## config.mk

```make
export PLATFORM = sky130hd
export DESIGN_NAME = ogrc_ctrl
export DESIGN_NICKNAME = d
export VERILOG_FILES = /design/src/sv/ogrc_pkg.sv /design/src/sv/ogrc_ctrl.sv
export SDC_FILE = /design/constraint.sdc
export NUM_CORES = 1
export LEC_CHECK = 0
export BUFFER_PORTS_ARGS = -buffer_cell sky130_fd_sc_hd__buf_2
export CAP_MARGIN = 5
export CORE_AREA = 2 2 39 41
export DETAILED_ROUTE_END_ITERATION = 10
export DIE_AREA = 0 0 41 43
export GPL_ROUTABILITY_DRIVEN = 0
export PLACE_DENSITY = 0.7
export SLEW_MARGIN = 25
export SYNTH_ARGS = -nofsm -noshare
export SYNTH_HDL_FRONTEND = slang
export SYNTH_SLANG_ARGS = --single-unit
```

## constraint.sdc

```tcl
create_clock -name i_clk -period 1.8 [get_ports i_clk]
set_clock_uncertainty 0.05 [all_clocks]
set_input_delay 0.27 -clock i_clk [delete_from_list [all_inputs] [get_ports i_clk]]
set_output_delay 0.27 -clock i_clk [all_outputs]
set_load 0.02 [all_outputs]
```

## src/sv/ogrc_pkg.sv

```systemverilog
// Shared types and constants for the occupancy grid ray caster.
`default_nettype none
package ogrc_pkg;

    typedef enum logic [1:0] {
        MODE_CLEAR  = 2'd0,
        MODE_POINT  = 2'd1,
        MODE_READ   = 2'd2,
        MODE_UNUSED = 2'd3
    } t_mode;

    localparam logic [1:0] CELL_UNKNOWN  = 2'd0;
    localparam logic [1:0] CELL_FREE     = 2'd1;
    localparam logic [1:0] CELL_OCCUPIED = 2'd2;

    // signed width of a map coordinate before the bounds check
    localparam int CW = 11;
    // quotient bits of the per-step rounding division (result never exceeds 129)
    localparam int QW = 9;

    typedef struct packed {
        logic load;
        logic mul_sq;
        logic sqrt_init;
        logic sqrt_step;
        logic mulk;
        logic div_init;
        logic div_step;
        logic clr_step;
        logic mark;
        logic sel_end;
        logic k_inc;
        logic out_load;
    } t_cmd;

    typedef struct packed {
        logic clr_last;
        logic sqrt_done;
        logic k_more;
        logic div_done;
        logic on_map;
        logic out_free;
    } t_sts;

endpackage
`default_nettype wire

```

## src/sv/ogrc_ctrl.sv

```systemverilog
// Controller: sequences clearing, ray casting and cell reads.
`default_nettype none
module ogrc_ctrl (
    input  wire                 i_clk,
    input  wire                 i_rst_n,
    input  wire                 i_in_valid,
    input  wire [1:0]           i_mode,
    output logic                o_in_ready,
    input  wire ogrc_pkg::t_sts i_sts,
    output ogrc_pkg::t_cmd      o_cmd
);
    import ogrc_pkg::*;

    typedef enum logic [3:0] {
        S_INIT, S_IDLE, S_CLR, S_MUL, S_SQI, S_SQ, S_KCHK,
        S_DIVI, S_DIV, S_MARK, S_END, S_RDA, S_RDO
    } t_state;

    t_state r_state, n_state;
    logic   accept;

    assign o_in_ready = (r_state == S_IDLE);
    assign accept     = i_in_valid && o_in_ready;

    always_comb begin
        n_state = r_state;
        o_cmd   = '0;
        unique case (r_state)
            S_INIT, S_CLR: begin
                o_cmd.clr_step = 1'b1;
                if (i_sts.clr_last) n_state = S_IDLE;
            end
            S_IDLE: begin
                if (accept) begin
                    o_cmd.load = 1'b1;
                    unique case (i_mode)
                        MODE_CLEAR: n_state = S_CLR;
                        MODE_POINT: n_state = S_MUL;
                        MODE_READ:  n_state = S_RDA;
                        default:    n_state = S_IDLE;
                    endcase
                end
            end
            S_MUL: begin
                o_cmd.mul_sq = 1'b1;
                n_state = S_SQI;
            end
            S_SQI: begin
                o_cmd.sqrt_init = 1'b1;
                n_state = S_SQ;
            end
            S_SQ: begin
                if (i_sts.sqrt_done) n_state = S_KCHK;
                else o_cmd.sqrt_step = 1'b1;
            end
            S_KCHK: begin
                if (i_sts.k_more) begin
                    o_cmd.mulk = 1'b1;
                    n_state = S_DIVI;
                end else begin
                    n_state = S_END;
                end
            end
            S_DIVI: begin
                o_cmd.div_init = 1'b1;
                n_state = S_DIV;
            end
            S_DIV: begin
                if (i_sts.div_done) n_state = S_MARK;
                else o_cmd.div_step = 1'b1;
            end
            S_MARK: begin
                // first cell off the map ends the walk
                if (i_sts.on_map) begin
                    o_cmd.mark  = 1'b1;
                    o_cmd.k_inc = 1'b1;
                    n_state = S_KCHK;
                end else begin
                    n_state = S_END;
                end
            end
            S_END: begin
                o_cmd.mark    = 1'b1;
                o_cmd.sel_end = 1'b1;
                n_state = S_IDLE;
            end
            S_RDA: n_state = S_RDO;
            S_RDO: begin
                if (i_sts.out_free) begin
                    o_cmd.out_load = 1'b1;
                    n_state = S_IDLE;
                end
            end
            default: n_state = S_IDLE;
        endcase
    end

    always_ff @(posedge i_clk) begin
        if (!i_rst_n) begin
            r_state <= S_INIT;
        end else begin
            r_state <= n_state;
        end
    end

endmodule
`default_nettype wire
```

==> flow_metrics.tcl <==
set metrics [dict create \
    cp.buffers_inverters 2 \
    hold_path_depth 2 \
    worst_hold_path_type "in2reg" \
    fin_crit_ns 1.738 \
    synth-main-ff-cell "dfxtp_1" \
    yosysTopAreaCellShare 0.1509 \
    grt_use_total 0.1851 \
    yosysTopAreaCell "dfxtp_1" \
    r2r_slack_ns 0.23 \
    clk_pin_slew_ns 0.04 \
    die_area_um2 1763 \
    tightest_slew_ns 0.3440 \
    final_nets 113 \
    synth_async_sr_flop_share 0 \
    criticalPathCategory "reg2out" \
    r2r_cells 6 \
    avgSynthCellArea_um2 7.689 \
    hold_violations 0 \
    place_inst 110 \
    final_cells 116 \
    largest_reg_flops 4 \
    synth_area_leaders "dfxtp_1 (15%), nor2_1 (7.1%), a2111oi_4 (5.2%)" \
    setup_tns_ns 0 \
    p_leak_nw 0.3407 \
    synth.most_common_cell "nor2_1" \
    rows 14 \
    synth-edff-count 0 \
    worstReg2RegEnd "r_state[1]" \
    grt_pass1_vias 517 \
    num_vias 616 \
    grt_overflow 0 \
    synth-seq-cells 4 \
    top_register "r_state" \
    synthTopCellsByCount "nor2_1 (10), nand2_1 (7), inv_1 (6), dfxtp_1 (4)" \
    die_width_um 41 \
    dpl-instance-area_um2 680.7 \
    crit_family "simple AND/OR/NAND/NOR gates" \
    port-buffer-count 23 \
    largestRegisters "r_state: 4 flops" \
    ys_seq_area_frac 0.1509 \
    start_util 0.3834 \
    cp_max_fo 7 \
    root_buffer "clkbuf_4" \
    final_max_slew_viol_count 0 \
    critPathLaunchType "flop" \
    grt_antenna_before_repair 0 \
    grt_pass1_wl_um 2235 \
    fmax_mhz 575.3 \
    syn_area_um2 530.5 \
    power.total_mw 1.127 \
    cts_max_level 1 \
    setup-violations-final 0 \
    max_stage_delay_ns 0.36 \
    worst_skew_pair.late_latency_ns 0.23 \
    arrival_ns 1.42 \
    area_growth_pct 38.44 \
    post-route-period-util 0.9656 \
    max-slew-margin-rel 0.7707 \
    path_depth 5 \
    drive_gt1_frac 0.5000 \
    fin_area_um2 734.5 \
    maxCapViolations 0 \
    die_y_um 43 \
    nFillCells 144 \
    cts_buffer_depth 2 \
    clock-sinks 4 \
    cp.required_ns 1.48 \
    viasPerCell 5.310 \
    status "finished clean" \
    antenna_left 0 \
    coreArea_um2 1384 \
    antenna_cells 0 \
    hold_end "r_state[3]" \
    yosysWarnings 0 \
    power.density_nw_per_um2 1535 \
    cts_buffers 3 \
    syn_nets 80 \
    rsz0062_at_grt "false" \
    synth.distinct_cells 34 \
    cp_slowest_cell "dfxtp_4" \
    drtIter0Drc 12 \
    wl_per_cell_um 12.94 \
    dp_hpwl_um 1181 \
    hold_ws_ns 0.2319 \
    grt_max_degree 14 \
    ir_drop_uv 754.1 \
    synthCells 69 \
    crit_chain "buf_4 > nor2_1 > and3_2 > or2_2 > buf_2" \
    io_pins 24 \
    first_pass_iters 4 \
    cp-end-kind "output pin" \
    drc 0 \
    rr_startpoint "r_state[2]" \
    hold_start "i_rst_n" \
    wl_um 1501 \
    cts_tree "yes" \
]
[cell usage in the layout, fill, tap and decap left out, types with 2 or more instances in the layout]
cell / n
nor2_1: 10
and2_1: 3
nor3_1: 3
dfxtp_4: 2
nor4_1: 3
clkbuf_4: 3
buf_2: 23
nand2b_4: 2
buf_4: 9
nand2_1: 7
inv_1: 6
a211oi_1: 3
a21oi_1: 3
[cell families after synthesis]
family | Yosys count | share of synthesized area
muxes | 1 | 0.01887
and+or+nand+nor | 36 | 0.4034
DFF | 4 | 0.1509
buffers and inverters | 10 | 0.09904
AOI/OAI and AO/OA | 18 | 0.3278
[layer usage]
metal  wire [µm]  GRT usage  up-vias
met3         107    0.04712        0
met2         776     0.3000       30
li1            -          -      313
met4           0    0.04667        0
met5           0          0        -
met1         617     0.2330      273
[power by group]
part,switching (mW),internal (mW),total [mW],leakage [nW]
Clock,0.0345,0.0744,0.109,0.0138
Combinational,0.455,0.345,0.800,0.292
Sequential,0.0762,0.142,0.219,0.0345
Total,0.566,0.562,1.13,0.341
[area by class of cell]
type | instances | area (µm²) | area share
clock buffer | 3 | 22.52 | 0.03066
timing repair buffer | 32 | 182.7 | 0.2487
sequential | 4 | 88.84 | 0.1210
multi-input combinational | 55 | 397.9 | 0.5417
inverter | 6 | 22.52 | 0.03066
tap | 16 | 20.02 | 0.02726
[timing repair]
item                                    4_1_cts  5_1_grt
resized for setup                             3        2
setup buffers                                 0        3
hold buffers                                  0        0
endpoints found under the setup margin        1        1
[per-stage QoR]
stage               utilization  worst slack (ns)
floorplan                     -            0.2044
finish                   0.5307           0.06190
global placement         0.4919            0.1771
global route             0.5307          0.003686
CTS                      0.5109           0.03022
detailed placement       0.4919            0.1311
[how the worst max path moves through the flow]
stage / slack, ns / end / start
after floorplan: 0.20 / o_cmd[11] / r_state[1]
after global placement: 0.18 / o_cmd[3] / r_state[0]
after detailed placement: 0.13 / r_state[3] / r_state[0]
after CTS: 0.03 / o_cmd[3] / r_state[1]
after global routing: 0.004 / o_cmd[3] / r_state[2]
final: 0.06 / o_cmd[3] / r_state[2]
Power figures use the tool's default switching activity.
